**config.mk**
```make
export PLATFORM = sky130hd
export DESIGN_NAME = window_repeat_period_detector_flat
export DESIGN_NICKNAME = d
export VERILOG_FILES = /design/src/hw/rtl/wrpd_pkg.sv /design/src/hw/rtl/wrpd_in_if.sv /design/src/hw/rtl/wrpd_out_if.sv /design/src/hw/rtl/wrpd_ram.sv /design/src/hw/rtl/wrpd_cmp.sv /design/src/hw/rtl/window_repeat_period_detector.sv /design/src/flat_wrapper.sv
export SDC_FILE = /design/constraint.sdc
export NUM_CORES = 1
export LEC_CHECK = 0
export BUFFER_PORTS_ARGS = -buffer_cell sky130_fd_sc_hd__clkbuf_2
export CAP_MARGIN = 20
export CORE_ASPECT_RATIO = 0.7
export CORE_MARGIN = 2
export CORE_UTILIZATION = 30
export DETAILED_ROUTE_END_ITERATION = 8
export HOLD_SLACK_MARGIN = 0.12
export PLACE_DENSITY_LB_ADDON = 0.15
export REMOVE_ABC_BUFFERS = 1
export SYNTH_ARGS = -nofsm -noshare
export SYNTH_HDL_FRONTEND = slang
export SYNTH_SLANG_ARGS = --single-unit
```
**constraint.sdc**
```tcl
create_clock -name clk -period 7.18 [get_ports clk]
set_input_delay 1.077 -clock clk [delete_from_list [all_inputs] [get_ports clk]]
set_output_delay 1.077 -clock clk [all_outputs]
set_load 0.005 [all_outputs]
```
**src/hw/rtl/wrpd_pkg.sv**
```systemverilog
// ----------------------------------------------------------------------------
// wrpd_pkg
// Word types and fixed field widths shared by the window repeat detector.
// ----------------------------------------------------------------------------
`default_nettype none

package wrpd_pkg;

  localparam int SIG_TAG_W = 32;
  localparam int STEP_W    = 16;

  typedef struct packed {
    logic [SIG_TAG_W-1:0] sig_tag;
    logic                 sig_present;
    logic [STEP_W-1:0]    step_number;
  } in_word_t;

  typedef struct packed {
    logic [3:0]        slot_used;
    logic              prior_found;
    logic [3:0]        prior_slot;
    logic [STEP_W-1:0] prior_step;
    logic [2:0]        cycle_period;
    logic [4:0]        cycle_reps;
  } out_word_t;

endpackage

`default_nettype wire

```
**src/hw/rtl/wrpd_in_if.sv**
```systemverilog
// ----------------------------------------------------------------------------
// wrpd_in_if
// Valid/ready channel carrying one pushed signature word.
// ----------------------------------------------------------------------------
`default_nettype none

interface wrpd_in_if;
  logic               valid;
  logic               ready;
  wrpd_pkg::in_word_t data;

  modport source (output valid, output data, input ready);
  modport sink   (input valid, input data, output ready);
endinterface

`default_nettype wire

```
**src/hw/rtl/wrpd_out_if.sv**
```systemverilog
// ----------------------------------------------------------------------------
// wrpd_out_if
// Valid/ready channel carrying one detector result word.
// ----------------------------------------------------------------------------
`default_nettype none

interface wrpd_out_if;
  logic                valid;
  logic                ready;
  wrpd_pkg::out_word_t data;

  modport source (output valid, output data, input ready);
  modport sink   (input valid, input data, output ready);
endinterface

`default_nettype wire

```
**src/hw/rtl/wrpd_ram.sv**
```systemverilog
// ----------------------------------------------------------------------------
// wrpd_ram
// Window store: one write port, two read ports with registered read data.
// ----------------------------------------------------------------------------
`default_nettype none

module wrpd_ram #(
  parameter int DEPTH = 16,
  parameter int WIDTH = 49
) (
  input  wire logic                     clk,
  input  wire logic                     we,
  input  wire logic [$clog2(DEPTH)-1:0] waddr,
  input  wire logic [WIDTH-1:0]         wdata,
  input  wire logic [$clog2(DEPTH)-1:0] raddr_a,
  input  wire logic [$clog2(DEPTH)-1:0] raddr_b,
  output logic      [WIDTH-1:0]         rdata_a,
  output logic      [WIDTH-1:0]         rdata_b
);

  logic [WIDTH-1:0] mem [DEPTH];

  always_ff @(posedge clk) begin
    if (we) begin
      mem[waddr] <= wdata;
    end
    rdata_a <= mem[raddr_a];
    rdata_b <= mem[raddr_b];
  end

endmodule

`default_nettype wire

```
**src/hw/rtl/wrpd_cmp.sv**
```systemverilog
// ----------------------------------------------------------------------------
// wrpd_cmp
// Shared tag comparator: two entries match when both are present and equal.
// ----------------------------------------------------------------------------
`default_nettype none

module wrpd_cmp #(
  parameter int TW = 32
) (
  input  wire logic          valid_a,
  input  wire logic [TW-1:0] tag_a,
  input  wire logic          valid_b,
  input  wire logic [TW-1:0] tag_b,
  output logic               match
);

  assign match = valid_a && valid_b && (tag_a == tag_b);

endmodule

`default_nettype wire

```
**src/hw/rtl/window_repeat_period_detector.sv**
```systemverilog
// ----------------------------------------------------------------------------
// window_repeat_period_detector
// Ring window of signature tags with newest-prior lookup and period search.
// ----------------------------------------------------------------------------
// usage:
//   din  : one word per push (tag, present flag, step number), valid/ready.
//   dout : one result word per push (slot written, newest earlier match,
//          smallest repeating period and its repetition count), valid/ready.
// each pushed word is written into the window ring in the cycle it is
// accepted; a sequencer then walks the window through one comparator, two
// reads a step, and each comparison has an address state and a compare
// state. the prior search makes up to fill-1 comparisons, then come the
// period and repeat blocks, with a period or repeat bound check before
// each block; din is not ready meanwhile.
// results go through an output register, so a stalled dout does not block
// the next push: the block only waits at the end of an item if the
// previous result has not yet been taken.
// reset (rst, synchronous) empties the window and drops any pending result;
// window contents are not cleared, only the fill count.
// ----------------------------------------------------------------------------
`default_nettype none

module window_repeat_period_detector #(
  parameter int WINDOW_DEPTH = 16,
  parameter int MAX_PERIOD   = 4,
  parameter int TAG_WIDTH    = 32
) (
  input wire logic   clk,
  input wire logic   rst,
  wrpd_in_if.sink    din,
  wrpd_out_if.source dout
);

  localparam int AW = $clog2(WINDOW_DEPTH);
  localparam int CW = $clog2(WINDOW_DEPTH + 1);
  localparam int PW = $clog2(MAX_PERIOD + 2);
  localparam int XW = CW + PW + 1;
  localparam int SW = (TAG_WIDTH < wrpd_pkg::SIG_TAG_W) ? TAG_WIDTH : wrpd_pkg::SIG_TAG_W;
  localparam int EW = SW + 1 + wrpd_pkg::STEP_W;

  localparam logic [2:0] S_IDLE     = 3'd0;
  localparam logic [2:0] S_PRI_RD   = 3'd1;
  localparam logic [2:0] S_PRI_CMP  = 3'd2;
  localparam logic [2:0] S_PER_TEST = 3'd3;
  localparam logic [2:0] S_BLK_RD   = 3'd4;
  localparam logic [2:0] S_BLK_CMP  = 3'd5;
  localparam logic [2:0] S_REP_TEST = 3'd6;
  localparam logic [2:0] S_OUT      = 3'd7;

  logic [2:0]                  state;
  logic [AW-1:0]               wp;
  logic [CW-1:0]               fill;
  logic [CW-1:0]               fill_inc;
  logic [AW-1:0]               cur_slot;
  logic [AW-1:0]               back_a;
  logic [AW-1:0]               back_b;
  logic [PW-1:0]               p;
  logic [CW-1:0]               off;
  logic [CW-1:0]               reps;
  logic                        rep_mode;
  logic                        per_hit;
  logic                        found;
  logic [AW-1:0]               pslot;
  logic [wrpd_pkg::STEP_W-1:0] pstep;

  logic                        acc;
  logic [AW-1:0]               raddr_a;
  logic [AW-1:0]               raddr_b;
  logic [EW-1:0]               wdata;
  logic [EW-1:0]               rdata_a;
  logic [EW-1:0]               rdata_b;
  logic                        match;

  // slot holding the entry 'back' places before the newest one
  function automatic logic [AW-1:0] slot_of(input logic [AW-1:0] base,
                                            input logic [AW-1:0] back);
    logic [AW:0] diff;
    diff = {1'b0, base} - {1'b0, back};
    if (back > base) begin
      diff = {1'b0, base} + (AW+1)'(WINDOW_DEPTH) - {1'b0, back};
    end
    return diff[AW-1:0];
  endfunction

  assign din.ready = (state == S_IDLE);
  assign acc       = din.valid && din.ready;
  assign fill_inc  = (fill == CW'(WINDOW_DEPTH)) ? fill : fill + CW'(1);
  assign wdata     = {din.data.sig_present, din.data.sig_tag[SW-1:0],
                      din.data.step_number};
  assign raddr_a   = slot_of(cur_slot, back_a);
  assign raddr_b   = slot_of(cur_slot, back_b);

  wrpd_ram #(
    .DEPTH (WINDOW_DEPTH),
    .WIDTH (EW)
  ) u_ram (
    .clk     (clk),
    .we      (acc),
    .waddr   (wp),
    .wdata   (wdata),
    .raddr_a (raddr_a),
    .raddr_b (raddr_b),
    .rdata_a (rdata_a),
    .rdata_b (rdata_b)
  );

  wrpd_cmp #(
    .TW (SW)
  ) u_cmp (
    .valid_a (rdata_a[EW-1]),
    .tag_a   (rdata_a[EW-2:wrpd_pkg::STEP_W]),
    .valid_b (rdata_b[EW-1]),
    .tag_b   (rdata_b[EW-2:wrpd_pkg::STEP_W]),
    .match   (match)
  );

  always_ff @(posedge clk) begin
    if (rst) begin
      state      <= S_IDLE;
      wp         <= '0;
      fill       <= '0;
      dout.valid <= 1'b0;
    end else begin
      if (state == S_OUT && (!dout.valid || dout.ready)) begin
        dout.valid <= 1'b1;
      end else if (dout.valid && dout.ready) begin
        dout.valid <= 1'b0;
      end
      unique case (state)
        S_IDLE: begin
          if (acc) begin
            cur_slot <= wp;
            wp       <= (wp == AW'(WINDOW_DEPTH - 1)) ? '0 : wp + AW'(1);
            fill     <= fill_inc;
            found    <= 1'b0;
            pslot    <= '0;
            pstep    <= '0;
            per_hit  <= 1'b0;
            reps     <= '0;
            p        <= PW'(1);
            back_a   <= '0;
            back_b   <= AW'(1);
            if (din.data.sig_present && fill_inc >= CW'(2)) begin
              state <= S_PRI_RD;
            end else begin
              state <= S_PER_TEST;
            end
          end
        end
        S_PRI_RD: begin
          state <= S_PRI_CMP;
        end
        S_PRI_CMP: begin
          if (match) begin
            found <= 1'b1;
            pslot <= raddr_b;
            pstep <= rdata_b[wrpd_pkg::STEP_W-1:0];
            state <= S_PER_TEST;
          end else if (XW'(back_b) + XW'(1) >= XW'(fill)) begin
            state <= S_PER_TEST;
          end else begin
            back_b <= back_b + AW'(1);
            state  <= S_PRI_RD;
          end
        end
        S_PER_TEST: begin
          // try period p against the p words just before the newest p
          if (XW'(p) <= XW'(MAX_PERIOD) && (XW'(p) << 1) <= XW'(fill)) begin
            off      <= CW'(p);
            back_a   <= '0;
            back_b   <= AW'(p);
            rep_mode <= 1'b0;
            state    <= S_BLK_RD;
          end else begin
            state <= S_OUT;
          end
        end
        S_BLK_RD: begin
          state <= S_BLK_CMP;
        end
        S_BLK_CMP: begin
          if (!match) begin
            if (rep_mode) begin
              state <= S_OUT;
            end else begin
              p     <= p + PW'(1);
              state <= S_PER_TEST;
            end
          end else if (XW'(back_a) + XW'(1) == XW'(p)) begin
            per_hit  <= 1'b1;
            reps     <= rep_mode ? reps + CW'(1) : CW'(2);
            off      <= off + CW'(p);
            rep_mode <= 1'b1;
            state    <= S_REP_TEST;
          end else begin
            back_a <= back_a + AW'(1);
            back_b <= back_b + AW'(1);
            state  <= S_BLK_RD;
          end
        end
        S_REP_TEST: begin
          // another whole block of the period must fit inside the fill
          if (XW'(off) + XW'(p) <= XW'(fill)) begin
            back_a <= '0;
            back_b <= AW'(off);
            state  <= S_BLK_RD;
          end else begin
            state <= S_OUT;
          end
        end
        S_OUT: begin
          if (!dout.valid || dout.ready) begin
            dout.data.slot_used    <= 4'(cur_slot);
            dout.data.prior_found  <= found;
            dout.data.prior_slot   <= 4'(pslot);
            dout.data.prior_step   <= pstep;
            dout.data.cycle_period <= per_hit ? 3'(p) : 3'd0;
            dout.data.cycle_reps   <= per_hit ? 5'(reps) : 5'd0;
            state                  <= S_IDLE;
          end
        end
        default: begin
          state <= S_IDLE;
        end
      endcase
    end
  end

  // busy straight after every accepted word
  a_busy_after_push: assert property (@(posedge clk) disable iff (rst)
    din.valid && din.ready |=> !din.ready)
    else $error("din ready straight after an accepted word");

  a_fill_bound: assert property (@(posedge clk) disable iff (rst)
    fill <= CW'(WINDOW_DEPTH))
    else $error("fill count beyond window depth");

  a_no_prior_zero: assert property (@(posedge clk) disable iff (rst)
    dout.valid && !dout.data.prior_found |->
      dout.data.prior_slot == 4'd0 && dout.data.prior_step == '0)
    else $error("prior fields set without a prior match");

  a_reps_min: assert property (@(posedge clk) disable iff (rst)
    state == S_OUT && per_hit |-> reps >= CW'(2))
    else $error("period reported with fewer than two repetitions");

endmodule

`default_nettype wire

```
**src/flat_wrapper.sv**
```systemverilog
// flat-port wrapper written by rule: the top's interface ports become plain ports
module window_repeat_period_detector_flat 
#(
  parameter int WINDOW_DEPTH = 16,
  parameter int MAX_PERIOD   = 4,
  parameter int TAG_WIDTH    = 32
)
  (clk, rst, din_valid, din_data, din_ready, dout_valid, dout_data, dout_ready);
  wrpd_in_if din_i ();
  wrpd_out_if dout_i ();
  input wire logic clk;
  input wire logic rst;
  input wire logic [$bits(din_i.valid)-1:0] din_valid;
  input wire logic [$bits(din_i.data)-1:0] din_data;
  output wire logic [$bits(din_i.ready)-1:0] din_ready;
  output wire logic [$bits(dout_i.valid)-1:0] dout_valid;
  output wire logic [$bits(dout_i.data)-1:0] dout_data;
  input wire logic [$bits(dout_i.ready)-1:0] dout_ready;
  assign din_i.valid = din_valid;
  assign din_i.data = din_data;
  assign din_ready = din_i.ready;
  assign dout_valid = dout_i.valid;
  assign dout_data = dout_i.data;
  assign dout_i.ready = dout_ready;
  window_repeat_period_detector #(.WINDOW_DEPTH(WINDOW_DEPTH), .MAX_PERIOD(MAX_PERIOD), .TAG_WIDTH(TAG_WIDTH)) u_core (.clk(clk), .rst(rst), .din(din_i), .dout(dout_i));
endmodule
```
# --- Yosys cells after proc, flatten, opt, wreduce, memory -nomap -nowiden ---
# Memories as Yosys holds them, arrays and structs flattened. A register that Yosys moved wholly into a read port is not among the register bits.
# Cells that the tools add are included.
op_classes:
  addsub: 15
  n_mul: 0
  div: 0
  n_lt_le_gt_ge: 7
  n_eq_ne: 23
  shift: 0
  mux: 59
  bitwise_logic: 1
  reduce_logical: 26
op_table:
  columns: ["cell", "n"]
  rows:
  - ["4-bit 2-to-1 mux", 16]
  - ["5-bit 2-to-1 mux", 8]
  - ["32-bit == test", 1]
  - ["16-bit 2-to-1 mux", 2]
  - ["16-bit one-hot mux with 2 select lines", 1]
  - ["3-bit 2-to-1 mux", 8]
  - ["3-bit one-hot mux with 8 select lines", 1]
  - ["4-bit one-hot mux with 5 select lines", 1]
  - ["5-bit one-hot mux with 2 select lines", 2]
  - ["4-bit by 1-bit adder with 4-bit output, second input constant", 4]
  - ["4-bit one-hot mux with 4 select lines", 1]
  - ["4-bit subtractor", 4]
  - ["5-bit AND reduction", 3]
  - ["2-bit inequality test, second input constant", 7]
  - ["3-bit == test, second input constant", 4]
  - ["4-bit by 1-bit adder with 5-bit output, second input constant", 2]
  - ["5-bit by 1-bit adder with 5-bit output, second input constant", 2]
  - ["2-bit 2-to-1 mux", 5]
  - ["2-bit by 1-bit inequality test with 1-bit output, second input constant", 5]
  - ["9-bit by 3-bit == test with 1-bit output", 1]
  - ["9-bit by 5-bit greater-or-equal comparator with 1-bit output", 1]
  - ["9-bit by 5-bit less-or-equal comparator with 1-bit output", 1]
  - ["1-bit 2-to-1 mux", 9]
  - ["9-bit AND reduction", 1]
  - ["other kinds (26)", 41]
word_totals:
  regBits: 94
  latchBits: 0
  mem_bits_rw: 784
  rom_bits: 0
  in_bits: 53
  output_inout_bits: 35
  word_cells: 153
  memories: 1
memory_table:
  columns: ["name", "depth", "word_bits", "read_ports", "rd_clocked_by_memory_dff", "wr", "line_no", "source"]
  rows:
  - ["u_core.u_ram.mem", 16, 49, 2, 2, 1, "wrpd_ram.sv:21", "logic [WIDTH-1:0] mem [DEPTH];"]

# --- Depth between registers and ports, before layout ---
logic_depth:
  word_depth: 7
  depth_mapped: 12
  ltp_nobuf: 12

# --- Cells and area by module ---
# A second synthesis with hierarchy kept.
unflattened:
  cells_unflattened: 2168
  area_unflattened_um2: 42149.2
modules_own_cells:
  columns: ["module", "n_inst", "cells_per_inst", "area_per_inst_um2", "seq_area_each_um2"]
  rows:
  - ["wrpd_ram", 1, 1729, 37056.8, 25504.5]
  - ["window_repeat_period_detector", 1, 395, 4727.0, 2692.6]
  - ["wrpd_cmp", 1, 44, 365.4, 0.0]

# --- Worst setup path before layout ---
# OpenSTA, ideal clock, no wires.
synth_path:
  kind: "input -> register"
  start: "in din_valid"
  end: "mem u_core.u_ram.mem[3][0], enable pin"
  setup_time_ns: 0.516
  arrival_ns: 5.038
  required_time_ns: 6.664
  path_slack_ns: 1.626
  cell_stages: 4
  n_path_buf: 0
  path_cell_list: "inv_1 -> nor3_2 -> nand2_1 -> nor3_1"
synth_via:
  elab_chain_cells: 3
synth_rtl:
  columns: ["item", "line_no", "source"]
  rows:
  - ["from (decl)", "flat_wrapper.sv:13", "input wire logic [$bits(din_i.valid)-1:0] din_valid;"]
  - ["1-bit logical AND", "window_repeat_period_detector.sv:86", "assign acc = din.valid && din.ready;"]
  - ["1-bit 2-to-1 mux", "wrpd_ram.sv:24", "if (we) begin"]
  - ["1-bit 2-to-1 mux (implied by the code)", "wrpd_ram.sv:25", "mem[waddr] <= wdata;"]
  - ["to (decl)", "wrpd_ram.sv:21", null]
# Every way passes these cells.

# --- Final worst setup path ---
layout_path:
  start: "reg u_core.p[0]"
  end: "reg u_core.back_b[2], enable pin"
layout_via:
  elab_chain_cells: 4
  elab_cells_between_ends: 10
  cone_classes: "add/sub: 1; order compare: 3; eq/ne: 4; reduce/logical: 2"
layout_rtl:
  columns: ["item", "line_no", "source"]
  rows:
  - ["from (decl)", "window_repeat_period_detector.sv:57", "logic [PW-1:0] p;"]
  - ["from (signal assigned)", "window_repeat_period_detector.sv:186", "p <= p + PW'(1);"]
  - ["5-bit by 3-bit adder with 6-bit output, or another cell as far along", "window_repeat_period_detector.sv:203", "if (XW'(off) + XW'(p) <= XW'(fill)) begin"]
  - ["9-bit by 5-bit less-or-equal comparator with 1-bit output / 1-bit logical AND (equally long branches)", "window_repeat_period_detector.sv:203, window_repeat_period_detector.sv:168", null]
  - ["2-bit by 1-bit inequality test with 1-bit output (no source line)", null, null]
  - ["9-bit AND reduction (no source line) *", null, null]
  - ["to (signal assigned)", "window_repeat_period_detector.sv:171", "back_b <= AW'(p);"]
  - ["to (signal assigned)", "window_repeat_period_detector.sv:197", "back_b <= back_b + AW'(1);"]
  - ["to (signal assigned)", "window_repeat_period_detector.sv:205", "back_b <= AW'(off);"]
  - ["to (decl)", "window_repeat_period_detector.sv:56", "logic [AW-1:0] back_b;"]
# Mark *: on every way between the ends. The rest lies on a longest branch, timed or not.
# A chain may end at the register's enable or synchronous reset.

==> results.toml <==
[die]
core_region_area_um2 = 134000
ios = 88
placementRows = 112
die_y_um = 311
die_area_um2 = 138000
fp.dieW_um = 443
initial_core_util = 0.303

[place]
port_buffers = 87
post-dp-hpwl_mm = 58.6
placed_area_um2 = 43200
gp_congestion = 0.755

[critical_path]
critical_path_peak_fanout = 8
crit_arrival_ns = 4.50
worst_setup_path_start_kind = "flop"
critPathCaptureType = "flop"
critPathRequiredTime_ns = 7.51
critical_path_class = "reg2reg"

[routing]
avgViaCountPerCell = 5.22
wl_per_cell_um = 26.2
drt-initial-drc-count = 1743
vias = 21500
drcViolationCount = 0
antenna_left = 0
postRouteWirelength_mm = 108
dr.pass1.iters = 5

[cts]
clk_latency_ns = 0.70
cts_made_buffers = 98
cts_tree = "yes"
htree_levels = 3
postCtsSetupBuffers = 0
cts_max_path_buffers = 3
root_buffer = "clkbuf_16"
clkSinkCount = 960
ctsResizeCount = 0
ctsHoldBuffers = 0
clk_pin_slew_ns = 0.06

[sta]
setup_violations = 0
report.final.slew_viol_count = 0
max_freq_mhz = 240
rsz0062_at_grt = "false"
skew_ns = 0.0239
period_share = 0.580
worst_pin_slew_ns = 1.09
period_needed_ns = 4.16
finalHoldViolations = 0
relSlewSlack = 0.273

[synth]
synth_seq_cells = 960
synthTopCellsByArea = "edfxtp_1 (64%), mux4_2 (18%), dfxtp_1 (4.7%), nand2_1 (1.8%), a211oi_1 (1.6%)"
seq_area_frac_synth = 0.689
yosysTopAreaCell = "edfxtp_1"
ys.flop_type = "edfxtp_1"
ys_types = 50
synth_top_area_frac = 0.642
ys_warn_count = 0
synth.cell_area_um2 = 40500
async_flop_share = 0
synth_edf_count = 865
avgSynthCellArea_um2 = 18.5
syn_inst = 2183

[pwr]
pwr-share-seq = 0.399
netSwitchingPower_mw = 5.21
p_comb_frac = 0.289
cellInternalPower_mw = 11.6
power_leakage_nw = 14.8
ir_worst_vdd_mv = 0.343
powerDensity_nw_per_um2 = 361
p_total_mw = 16.8
clockPowerShare = 0.312
switching_share = 0.310

[finish]
synthToLayoutAreaGrowth_pct = 14.8
multiInputGateArea_um2 = 12100
final_cell_mix = "edfxtp_1 (865), mux4_2 (328), nand2_1 (196)"
drive_gt1_frac = 0.274
final_common_cell = "edfxtp_1"
regArea_um2 = 27900
fill_cells = 12500
design_area_um2 = 46500
nNetsFinal = 2364

[grt]
grt_overflow = 0
grt_pass1_vias = 22700
grt_pass1_wl_mm = 159
grt_max_degree = 100
grt_antenna_before_repair = 3
grt_use_total = 0.157

[worst_hold_path]
hold_class = "reg2reg"

[outcome]
outcome = "complete, no violations"

[flow_run]
cap_violations = 0
final timing paths:
check                                      from              endpoint  slack, ns  depth (start not counted)
worst max-delay path                u_core.p[0]      u_core.back_b[2]       3.02                         12
worst min-delay path            u_core.pstep[9]  u_core.dout.data[17]       0.42                          0
worst max register to register      u_core.p[0]      u_core.back_b[2]       3.02                         12
worst min register to register  u_core.pstep[9]  u_core.dout.data[17]       0.42                          0
per-stage QoR:
| step | TNS [ns] | hold slack (ns) | instances | utilization | setup WS, ns |
|---|---|---|---|---|---|
| final | 0 | 0.418 | 4125 | 0.348 | 3.02 |
| after floorplan | -103.71 | 0.400 | 2041 | - | -2.10 |
| after detailed placement | 0 | 0.406 | 3941 | 0.323 | 2.99 |
| after global routing | 0 | 0.423 | 4124 | 0.348 | 2.84 |
| after CTS | 0 | 0.421 | 4123 | 0.348 | 3.09 |
| after global placement | 0 | 0.409 | 3941 | 0.323 | 3.02 |
cell usage after synthesis (2+ instances only):
| master | number |
|---|---|
| nor2b_1 | 3 |
| xor2_1 | 41 |
| buf_2 | 40 |
| and3_1 | 18 |
| xnor2_1 | 17 |
| nor3_1 | 7 |
| inv_1 | 28 |
| dfxtp_1 | 95 |
| fa_1 | 3 |
| a31oi_1 | 85 |
| nand4_1 | 6 |
| o211ai_1 | 2 |
| clkbuf_1 | 91 |
| nand3_1 | 10 |
| mux4_2 | 328 |
| nand2_1 | 196 |
| ha_1 | 34 |
| buf_1 | 8 |
| o2111a_1 | 2 |
| or2_2 | 3 |
| a21o_1 | 7 |
| nor4_1 | 9 |
| and2_1 | 95 |
| or3_1 | 4 |
| o21ai_0 | 8 |
| a211oi_1 | 85 |
| a21oi_1 | 24 |
| buf_4 | 2 |
| mux2i_1 | 2 |
| a22oi_1 | 2 |
| a311oi_1 | 3 |
| edfxtp_1 | 865 |
| nor2_1 | 36 |
| a311oi_2 | 2 |
| o22ai_1 | 3 |
| nand2b_1 | 5 |
per-layer routing:
metal  vias to the layer above  track usage  wire [µm]
li1                       9105            -          -
met1                     11600        0.229      50900
met2                       617        0.237      48600
met3                       167       0.0315       5880
met4                         2       0.0425       2630
met5                         -            0         13
registers in the layout (all words and copies together) (netlist names), 4 cells and up:
register / cells
u_core.off: 5
u_core.pslot: 4
u_core.back_a: 4
u_core.fill: 5
u_core.dout.data: 33
u_core.cur_slot: 4
u_core.back_b: 4
u_core.pstep: 16
u_core.reps: 5
u_core.u_ram.mem: 784
u_core.u_ram.rdata_b: 49
u_core.u_ram.rdata_a: 33
u_core.wp: 4
power by group through the flow:
| stage | logic, mW | registers (mW) | clock network [mW] |
|---|---|---|---|
| after CTS | 4.95 | 6.70 | 5.38 |
| after global placement | 4.92 | 6.81 | 0 |
| final | 4.85 | 6.70 | 5.24 |
| after floorplan | 4.00 | 6.78 | 0 |
| after global routing | 5.29 | 6.73 | 5.59 |
| after detailed placement | 4.94 | 6.82 | 0 |
worst max-delay path, stage by stage (launching register included):
cell      delay, ns
edfxtp_1       0.55
ha_1           0.28
fa_1           0.42
a21o_1         0.18
nand2_1        0.07
xnor2_1        0.08
ha_1           0.30
inv_1          0.04
o21ai_0        0.14
o21ai_0        0.13
a311oi_1       0.65
or2b_2         0.38
nor4b_2        0.58
logic make-up (layout without fill, tap and decap cells):
group,count (synthesis),in the layout,synth area share
flops,960,960,0.689
simple gates,401,401,0.0481
mux,330,330,0.183
compound gates,227,227,0.0382
buf+inv,170,343,0.0174
xor+xnor,58,58,0.0126
fa+ha+maj,37,37,0.0120
other cells,0,2,0
final cells by class:
type	count	area share
Tap cell	1767	0.0476
Inverter	28	0.00226
Clock buffer	139	0.0600
Sequential cell	960	0.600
Antenna cell	2	0.000108
Clock inverter	43	0.0105
Multi-Input combinational cell	1053	0.261
Timing Repair Buffer	133	0.0187
(Power assumes the default switching activity.)
